[config.mk]
export PLATFORM = sky130hd
export DESIGN_NAME = text_encoding_detector_core
export DESIGN_NICKNAME = d
export VERILOG_FILES = /design/src/rtl/ted_pkg.sv /design/src/rtl/ted_step.sv /design/src/rtl/text_encoding_detector_core.sv
export SDC_FILE = /design/constraint.sdc
export NUM_CORES = 1
export LEC_CHECK = 0
export ABC_AREA = 1
export BUFFER_PORTS_ARGS = -buffer_cell sky130_fd_sc_hd__buf_2
export CAP_MARGIN = 20
export CORE_UTILIZATION = 54
export DETAILED_ROUTE_END_ITERATION = 8
export HOLD_SLACK_MARGIN = 0.1
export PLACE_DENSITY = 0.85
export SETUP_SLACK_MARGIN = 0.3
export SKIP_CTS_REPAIR_TIMING = 1
export SLEW_MARGIN = 20
export SYNTH_ARGS = -nofsm -noshare
export SYNTH_HDL_FRONTEND = slang
export SYNTH_SLANG_ARGS = --single-unit
export TNS_END_PERCENT = 10
[constraint.sdc]
create_clock -name clk -period 3.9 [get_ports clk]
set_input_delay 0.585 -clock clk [delete_from_list [all_inputs] [get_ports clk]]
set_output_delay 0.585 -clock clk [all_outputs]
set_load 0.05 [all_outputs]
[src/rtl/ted_pkg.sv]
package ted_pkg;

  localparam int COUNT_BITS = 16;
  localparam int THR_BITS   = 16;
  localparam int OUT_BITS   = 16;

  typedef enum logic [2:0] {
    VERDICT_ANSI  = 3'd0,
    VERDICT_UTF8  = 3'd1,
    VERDICT_LE    = 3'd2,
    VERDICT_BE    = 3'd3,
    VERDICT_U8BOM = 3'd4
  } verdict_t;

  localparam logic [2:0] MARK_LE  = 3'b001;
  localparam logic [2:0] MARK_BE  = 3'b010;
  localparam logic [2:0] MARK_U8  = 3'b100;
  localparam logic [2:0] MARK_ALL = 3'b111;

  localparam logic [7:0] BYTE_FF = 8'hFF;
  localparam logic [7:0] BYTE_FE = 8'hFE;
  localparam logic [7:0] BYTE_EF = 8'hEF;
  localparam logic [7:0] BYTE_BB = 8'hBB;
  localparam logic [7:0] BYTE_BF = 8'hBF;

  localparam logic [COUNT_BITS-1:0] COUNT_MAX = {COUNT_BITS{1'b1}};

  typedef struct packed {
    logic [1:0]            pos;
    logic [2:0]            marks;
    logic [1:0]            cont_left;
    logic [COUNT_BITS-1:0] count;
    verdict_t              held_verdict;
    logic                  held_valid;
    logic                  sent;
  } ted_state_t;

  localparam ted_state_t STATE_CLEAR = '{
    pos:          2'd0,
    marks:        MARK_ALL,
    cont_left:    2'd0,
    count:        '0,
    held_verdict: VERDICT_ANSI,
    held_valid:   1'b0,
    sent:         1'b0
  };

  typedef struct packed {
    logic                emit;
    verdict_t            verdict;
    logic [OUT_BITS-1:0] count;
  } ted_result_t;

endpackage

[src/rtl/ted_step.sv]
module ted_step
  import ted_pkg::*;
(
  input  ted_state_t          state_i,
  input  logic [7:0]          data_byte_i,
  input  logic                last_byte_i,
  input  logic [THR_BITS-1:0] threshold_i,
  output ted_state_t          state_o,
  output ted_result_t         res_o
);

  function automatic logic [2:0] lead_ones(input logic [7:0] b);
    logic [2:0] n;
    begin
      if (!b[6]) begin
        n = 3'd1;
      end else if (!b[5]) begin
        n = 3'd2;
      end else if (!b[4]) begin
        n = 3'd3;
      end else if (!b[3]) begin
        n = 3'd4;
      end else begin
        n = 3'd5;
      end
      return n;
    end
  endfunction

  ted_state_t  st;
  ted_result_t res;
  logic [2:0]  keep;
  logic [2:0]  n_ones;
  logic [1:0]  left_dec;

  always_comb begin
    st       = state_i;
    res      = '0;
    keep     = '0;
    n_ones   = lead_ones(data_byte_i);
    left_dec = state_i.cont_left - 2'd1;

    if (!state_i.sent) begin
      case (state_i.pos)
        2'd0: begin
          keep[0] = (data_byte_i == BYTE_FF);
          keep[1] = (data_byte_i == BYTE_FE);
          keep[2] = (data_byte_i == BYTE_EF);
          st.marks = st.marks & keep;
        end
        2'd1: begin
          keep[0] = (data_byte_i == BYTE_FE);
          keep[1] = (data_byte_i == BYTE_FF);
          keep[2] = (data_byte_i == BYTE_BB);
          st.marks = st.marks & keep;
          if ((st.marks & MARK_LE) != '0) begin
            st.held_verdict = VERDICT_LE;
            st.held_valid   = 1'b1;
            st.marks        = '0;
          end else if ((st.marks & MARK_BE) != '0) begin
            st.held_verdict = VERDICT_BE;
            st.held_valid   = 1'b1;
            st.marks        = '0;
          end else begin
            st.marks = st.marks & MARK_U8;
          end
        end
        2'd2: begin
          if (((st.marks & MARK_U8) != '0) && (data_byte_i == BYTE_BF)) begin
            st.held_verdict = VERDICT_U8BOM;
            st.held_valid   = 1'b1;
          end
          st.marks = '0;
        end
        default: begin
          st.marks = '0;
        end
      endcase

      if (!st.held_valid) begin
        if (state_i.cont_left != 2'd0) begin
          if (data_byte_i[7:6] != 2'b10) begin
            st.held_verdict = VERDICT_ANSI;
            st.held_valid   = 1'b1;
          end else begin
            st.cont_left = left_dec;
            if (left_dec == 2'd0) begin
              if (st.count != COUNT_MAX) begin
                st.count = st.count + COUNT_BITS'(1);
              end
              if (32'(st.count) >= 32'(threshold_i)) begin
                st.held_verdict = VERDICT_UTF8;
                st.held_valid   = 1'b1;
              end
            end
          end
        end else if (data_byte_i[7]) begin
          if ((n_ones == 3'd1) || (n_ones > 3'd4)) begin
            st.held_verdict = VERDICT_ANSI;
            st.held_valid   = 1'b1;
          end else begin
            st.cont_left = 2'(n_ones - 3'd1);
          end
        end
      end

      if (st.pos != 2'd3) begin
        st.pos = st.pos + 2'd1;
      end

      if (st.held_valid && ((st.marks == '0) || last_byte_i)) begin
        res.emit    = 1'b1;
        res.verdict = st.held_verdict;
        if ((st.held_verdict == VERDICT_LE) || (st.held_verdict == VERDICT_BE) ||
            (st.held_verdict == VERDICT_U8BOM)) begin
          res.count = '0;
        end else begin
          res.count = OUT_BITS'(st.count);
        end
        st.sent = 1'b1;
      end else if (last_byte_i) begin
        res.emit    = 1'b1;
        res.verdict = VERDICT_ANSI;
        res.count   = OUT_BITS'(st.count);
        st.sent     = 1'b1;
      end
    end

    if (last_byte_i) begin
      st = STATE_CLEAR;
    end
  end

  assign state_o = st;
  assign res_o   = res;

endmodule

[src/rtl/text_encoding_detector_core.sv]
// Text encoding detector. Bytes of a buffer enter on the input channel, one per
// transaction, with in_last_byte marking the buffer's final byte; each buffer yields
// exactly one result transaction. A byte-order mark at the start of the buffer (FF FE,
// FE FF, EF BB BF) wins; otherwise the UTF-8 scan decides UTF8 once cfg_wr_data's
// threshold of complete multibyte sequences is reached, local ANSI on any malformed
// byte, and local ANSI at the buffer's end if nothing was decided. The result can
// leave before the last byte; the remaining bytes of that buffer are absorbed. The
// block takes one byte every clock cycle while in_ready is high. The per-byte state
// update is one short step of logic ahead of the state registers, and the deciding
// byte's result is registered in the output register or, while the output is
// stalled, in one skid entry; input only stops when both are full.
module text_encoding_detector_core
  import ted_pkg::*;
(
  input  logic                clk,
  input  logic                rst_n,
  input  logic                cfg_wr_en,
  input  logic [THR_BITS-1:0] cfg_wr_data,
  input  logic                in_valid,
  output logic                in_ready,
  input  logic [7:0]          in_data_byte,
  input  logic                in_last_byte,
  output logic                out_valid,
  input  logic                out_ready,
  output logic [2:0]          out_verdict,
  output logic [OUT_BITS-1:0] out_valid_sequences
);

  logic [THR_BITS-1:0] threshold_r;
  ted_state_t          state_r;
  ted_state_t          state_nxt;
  ted_result_t         step_res;
  ted_result_t         out_r;
  ted_result_t         out_nxt;
  ted_result_t         skid_r;
  logic                out_valid_r;
  logic                out_valid_nxt;
  logic                skid_valid_r;
  logic                skid_valid_nxt;
  logic                accept;
  logic                produce;

  ted_step u_step (
    .state_i     (state_r),
    .data_byte_i (in_data_byte),
    .last_byte_i (in_last_byte),
    .threshold_i (threshold_r),
    .state_o     (state_nxt),
    .res_o       (step_res)
  );

  assign in_ready = !skid_valid_r;
  assign accept   = in_valid && in_ready;
  assign produce  = accept && step_res.emit;

  always_comb begin
    out_nxt        = out_r;
    out_valid_nxt  = out_valid_r;
    skid_valid_nxt = skid_valid_r;
    if (!out_valid_r || out_ready) begin
      if (skid_valid_r) begin
        out_nxt        = skid_r;
        out_valid_nxt  = 1'b1;
        skid_valid_nxt = 1'b0;
      end else if (produce) begin
        out_nxt       = step_res;
        out_valid_nxt = 1'b1;
      end else begin
        out_valid_nxt = 1'b0;
      end
    end else if (produce) begin
      skid_valid_nxt = 1'b1;
    end
  end

  always_ff @(posedge clk) begin
    if (!rst_n) begin
      threshold_r  <= THR_BITS'(1);
      state_r      <= STATE_CLEAR;
      out_valid_r  <= 1'b0;
      skid_valid_r <= 1'b0;
    end else begin
      if (cfg_wr_en) begin
        threshold_r <= cfg_wr_data;
      end
      if (accept) begin
        state_r <= state_nxt;
      end
      out_valid_r  <= out_valid_nxt;
      skid_valid_r <= skid_valid_nxt;
    end
  end

  always_ff @(posedge clk) begin
    out_r <= out_nxt;
    if (produce && out_valid_r && !out_ready) begin
      skid_r <= step_res;
    end
  end

  assign out_valid           = out_valid_r;
  assign out_verdict         = out_r.verdict;
  assign out_valid_sequences = out_r.count;

endmodule

==> impl_metrics.env, run 1 <==
export IMPL_outcome="finished, final reports clean"
export IMPL_routed_via_density=5.44
export IMPL_die_w_um=98.2
export IMPL_antenna_found_initial=0
export IMPL_path_max_fanout=19
export IMPL_yosys_warnings=0
export IMPL_dieArea_sq_um=9640
export IMPL_cts_sinks=84
export IMPL_die_height_um=98.2
export IMPL_worstSkewPairLatency_ps=360
export IMPL_initialDrtViolationCount=408
export IMPL_antenna_cells=0
export IMPL_fin_crit_sh=0.879
export IMPL_pin_count=51
export IMPL_avgSynthCellArea_sq_um=7.54
export IMPL_initial_core_util=0.565
export IMPL_rsz0062_at_grt="false"
export IMPL_cp_end_kind="register"
export IMPL_yosysSeqAreaShare=0.413
export IMPL_synth_area_leader_cell="edfxtp_1"
export IMPL_ys_ff_latch=84
export IMPL_arrival_ps=3490
export IMPL_track_usage=0.236
export IMPL_dp_final_hpwl_mm=8.44
export IMPL_finalSetupViolations=0
export IMPL_cts_made_buffers=9
export IMPL_hold_path_class="input pin to register"
export IMPL_synth_distinct_cells=39
export IMPL_path_clk_slew_ps=90
export IMPL_required_ps=3960
export IMPL_final_common_cell="nand2_1"
export IMPL_syn_area_sq_um=5000
export IMPL_cp_start_kind="register"
export IMPL_maxCapViolCount=0
export IMPL_fmax_mhz=292
export IMPL_hold_viol=0
export IMPL_powerDensity_nw_per_um2=366
export IMPL_synth_top_area_share=0.228
export IMPL_power_total_mw=2.08
export IMPL_place_gp_congestion=1.02
export IMPL_cts_tree="built"
export IMPL_ant_nets=0
export IMPL_vias=4507
export IMPL_vdd_drop_max_v=0.000236
export IMPL_drt_pass1_iterations=9
export IMPL_routed_wl_mm=11.4
export IMPL_final_cell_mix="nand2_1, inv_1, a21oi_1"
export IMPL_port_buffers=50
export IMPL_fin_crit_ps=3430
export IMPL_grt_max_degree=32
export IMPL_overflow=0
export IMPL_synthTopCellsByArea="edfxtp_1, dfxtp_1, nand2_1"
export IMPL_area_growth_pct=13.9
export IMPL_core_sq_um=8850
export IMPL_power_leakage_nw=2.55
export IMPL_grt_pass1_vias=4128
export IMPL_drive_gt1_frac=0.192
export IMPL_wl_per_cell_um=13.8
export IMPL_cts_max_path_buffers=2
export IMPL_num_rows=34
export IMPL_drcViolationCount=0
export IMPL_clock_skew_ps=16.2
export IMPL_htree_levels=3
export IMPL_crit_type="register to register"
export IMPL_synthCells=663
export IMPL_grt_pass1_wl_mm=18.5
export IMPL_clk_root_buffer_cell="clkbuf_8"
export IMPL_finish_utilization=0.643
export IMPL_maxSlewHeadroom=0.507
export IMPL_fin_nets=768
export IMPL_final_setup_tns_ps=0
export IMPL_slew_viol_final=0
export IMPL_syn_num_nets=716
export IMPL_worst_slew_pin_slew_ps=739
registers in the layout (all words and copies together) (netlist names):
signal and cells:
state_r 28, skid_r 19, out_valid_sequences 16, threshold_r 16, out_verdict 3, out_valid 1
skid_valid_r 1
per-layer routing:
metal  GRT usage  wire length, um  part of all wire
met3      0.0286              554             0.048
met1       0.310             5220              0.46
met5           0                0                 0
met4      0.0769              263             0.023
met2       0.406             5390              0.47
logic make-up after synthesis:
kind of cell	after synthesis	synth area share
AOI/OAI and AO/OA	108	0.118
xor gates and xnor gates	8	0.0140
and+or+nand+nor	323	0.304
buffers and inverters	117	0.0939
adders and majority gates	23	0.0576
DFF	84	0.413
through the flow:
stage | worst slack [ps] | instance area (sq um) | std cells | hold slack (ps)
finish | 473 | 5690 | 828 | 474
global route | 286 | 5690 | 828 | 490
CTS | 37.0 | 5530 | 823 | 467
detailed placement | 63.0 | 5340 | 807 | 467
global placement | 237 | 5340 | 807 | 451
floorplan | 283 | 5010 | 663 | 435
cells in the mapped netlist, drive strengths merged:
library cell  count
buf               8
a211oi            2
nand4            24
o21a              5
and2              1
clkbuf           12
nor3              5
dfxtp            46
ha               23
a31oi             1
nor2             59
inv              97
xnor2             1
nand3            20
nand3b            1
o21ai            35
nor4              3
edfxtp           38
o2111ai           2
a2111oi           1
xor2              7
nand2           206
or2               4
a21oi            62
worst max-delay path, cell delays in order, from the launching register on:
cell      delay (ps)
dfxtp_2          400
nand2_1          150
nor3_1           390
nand3b_1         200
xor2_1           170
nand2_1          130
ha_1             330
nand4_1          120
nor2_1           150
nand2_1          100
nand2_1           90
nand2_1           90
nand3_4          100
nand2_4           60
a21oi_4          170
nand2_2          130
a21oi_4          170
buf_12           170
power breakdown:
part | switching [mW] | leakage (nW) | internal [mW] | total, mW
registers | 0.0199 | 0.759 | 0.970 | 0.990
clock network | 0.336 | 0.0923 | 0.299 | 0.636
logic | 0.331 | 1.70 | 0.125 | 0.455
total | 0.687 | 2.55 | 1.39 | 2.08
final cells by class:
| class | count | area [sq um] |
|---|---|---|
| fill | 777 | 3160 |
| multi-input combinational | 464 | 2580 |
| sequential | 84 | 2070 |
| inverter | 97 | 364 |
| timing repair buffer | 59 | 342 |
| tap | 108 | 135 |
| clock buffer | 9 | 124 |
| clock inverter | 7 | 75.1 |
path summary, 6_finish.rpt:
kind                        from                      end  slack (ps)  cells past startpoint
hold / removal    cfg_wr_data[0]           threshold_r[0]         470                      3
hold reg to reg   threshold_r[7]           threshold_r[7]         480                      2
setup / recovery      state_r[7]  out_valid_sequences[13]         470                     17
setup reg to reg      state_r[7]  out_valid_sequences[13]         470                     17
Note: power is estimated with default switching activity, not from simulation.
==> inputs of run 2 (changes only) <==
--- a/config.mk
+++ b/config.mk
@@ -8,6 +8,7 @@
 export ABC_AREA = 1
 export BUFFER_PORTS_ARGS = -buffer_cell sky130_fd_sc_hd__buf_2
 export CAP_MARGIN = 20
+export CORE_MARGIN = 4
 export CORE_UTILIZATION = 54
 export DETAILED_ROUTE_END_ITERATION = 8
 export HOLD_SLACK_MARGIN = 0.1
==> run 2 against run 1 <==
Final cell count increased by 1.1%; global-route usage decreased by 4.1 points; setup slack got worse by 87 ps; total power increased by 3.3%; register-to-register slack got worse by 90 ps; sequential share of layout area decreased by 0.71 points; via count increased by 0.11%; first-iteration DRC count decreased by 41%; critical path type unchanged; critical endpoint is now out_verdict[1].
==> impl_metrics.env, run 2 (synthesis gave the netlist of run 1 again) <==
export IMPL_vias=4512
export IMPL_path_clk_slew_ps=100
export IMPL_pin_count=51
export IMPL_fin_crit_sh=0.901
export IMPL_regArea_sq_um=2080
export IMPL_grt_pass1_vias=3867
export IMPL_initialDrtViolationCount=242
export IMPL_finalSetupViolations=0
export IMPL_core_sq_um=8850
export IMPL_track_usage=0.195
export IMPL_final_cell_mix="nand2_1, inv_1, a21oi_1"
export IMPL_cts_max_path_buffers=2
export IMPL_maxSlewHeadroom=0.499
export IMPL_area_growth_pct=16.6
export IMPL_outcome="finished, final reports clean"
export IMPL_rsz0062_at_grt="true"
export IMPL_crit_path_top_delay_cell="dfxtp_4"
export IMPL_largest_reg_flops=28
export IMPL_path_depth=21
export IMPL_initial_core_util=0.565
export IMPL_dpl_cell_area_sq_um=5340
export IMPL_crit_buf_inv=3
export IMPL_cp_start_kind="register"
export IMPL_path_max_fanout=5
export IMPL_hold_depth=3
export IMPL_routed_wl_mm=11.6
export IMPL_port_buffers=50
export IMPL_dp_final_hpwl_mm=8.43
export IMPL_powerDensity_nw_per_um2=369
export IMPL_hold_viol=0
export IMPL_vdd_drop_max_v=0.000172
export IMPL_cp_common_cell="nand2_4"
export IMPL_stdcell_area_sq_um=5820
export IMPL_antenna_cells=0
export IMPL_fin_nets=777
export IMPL_cp_end_kind="register"
export IMPL_maxCapViolCount=0
export IMPL_hp_start="cfg_wr_data[0]"
export IMPL_crit_chain="ha_4, nand2_4, nor3_4, inv_2, nor2_4, nand2_1, xor2_1, and2_1, inv_1, ha_1, nand4_1, a21oi_2, nor2_2, nand2_1, nand2_2, nand3_4, nand2_4, a21oi_4, nand2_4, a21oi_4, clkbuf_16"
export IMPL_die_w_um=104
export IMPL_cts_sinks=84
export IMPL_place_gp_congestion=0.940
export IMPL_final_common_cell="nand2_1"
export IMPL_final_setup_tns_ps=0
export IMPL_required_ps=3990
export IMPL_r2r_end="out_verdict[1]"
export IMPL_fmax_mhz=285
export IMPL_arrival_ps=3610
export IMPL_drcViolationCount=0
export IMPL_htree_levels=3
export IMPL_worstSkewPairLatency_ps=370
export IMPL_wl_per_cell_um=13.9
export IMPL_drive_gt1_frac=0.213
export IMPL_fill_cells=734
export IMPL_slew_viol_final=0
export IMPL_clock_skew_ps=12.3
export IMPL_clk_root_buffer_cell="clkbuf_8"
export IMPL_cpPeakStageDelay_ps=380
export IMPL_drt_pass1_iterations=5
export IMPL_antenna_found_initial=0
export IMPL_multi_input_area_sq_um=2600
export IMPL_r2r_slack_ps=390
export IMPL_routed_via_density=5.39
export IMPL_regMostFlops="state_r"
export IMPL_fin_crit_ps=3510
export IMPL_num_rows=34
export IMPL_worst_slew_pin_slew_ps=750
export IMPL_r2r_cells=21
export IMPL_dieArea_sq_um=10900
export IMPL_crit_type="register to register"
export IMPL_min_to="threshold_r[0]"
export IMPL_reg2reg_from="state_r[5]"
export IMPL_die_height_um=104
export IMPL_grt_pass1_wl_mm=17.6
export IMPL_cts_tree="built"
export IMPL_overflow=0
export IMPL_grt_max_degree=32
export IMPL_reg_top3="state_r: 28 flops, skid_r: 19 flops"
export IMPL_timing_hold_ws_ps=425
export IMPL_cts_made_buffers=9
export IMPL_ant_nets=0
export IMPL_hold_path_class="input pin to register"
export IMPL_power_leakage_nw=2.63
export IMPL_cp_top_family="simple AND/OR/NAND/NOR gates"
[run 2: cell count changes in the layout (fill, tap and decap cells not counted), moves of 2 or more]
cell     delta
buf_4       +7
buf_6       +3
dfxtp_1     -2
dfxtp_4     +2
inv_1       -2
inv_2       +2
[run 2: how the worst max path moves through the flow]
stage	to	from	slack [ps]
3_3_place_gp	skid_r[7]	state_r[6]	200
5_1_grt	out_verdict[1]	state_r[5]	180
2_1_floorplan	skid_r[0]	state_r[6]	280
6_report	out_verdict[1]	state_r[5]	390
4_1_cts	skid_r[0]	state_r[6]	50
3_5_place_dp	skid_r[0]	state_r[5]	80
[run 2: worst reg2reg max path, delay by kind of cell, from the launching register on]
family / cells / cell delay, ps
simple gates: 12 / 1250
fa+ha+maj: 2 / 440
flops: 1 / 380
compound gates: 3 / 680
buf+inv: 3 / 330
xor+xnor: 1 / 140
[run 2: final cells by class]
| class | instances | share of cell area |
|---|---|---|
| clock buffers | 9 | 0.0213 |
| clock inverters | 7 | 0.0142 |
| inverters | 97 | 0.0625 |
| multi-input cells | 463 | 0.446 |
| flip-flops and latches | 84 | 0.357 |
| well taps | 108 | 0.0232 |
| repair buffers | 69 | 0.0752 |
[run 2: per-layer routing]
metal / part of all wire / track usage / vias up
met5: 0 / 0 / -
met4: 0.017 / 0.0608 / 0
met3: 0.056 / 0.0286 / 19
met2: 0.47 / 0.325 / 158
met1: 0.45 / 0.264 / 2057
li1: - / - / 2278
[run 2: metrics by stage]
stage	util	worst slack, ps	total power [mW]	instances
after floorplan	-	283	1.35	663
after global placement	0.603	199	1.42	807
after detailed placement	0.603	78.2	1.44	807
after CTS	0.626	50.6	2.08	823
after global routing	0.658	180	2.23	837
final	0.658	386	2.15	837
[run 2: power breakdown]
part           internal [mW]  switching, mW  total, mW  leakage (nW)
logic                  0.150          0.343      0.493          1.77
registers              0.969         0.0205      0.990         0.760
clock network          0.306          0.360      0.666        0.0984
total                   1.43          0.724       2.15          2.63
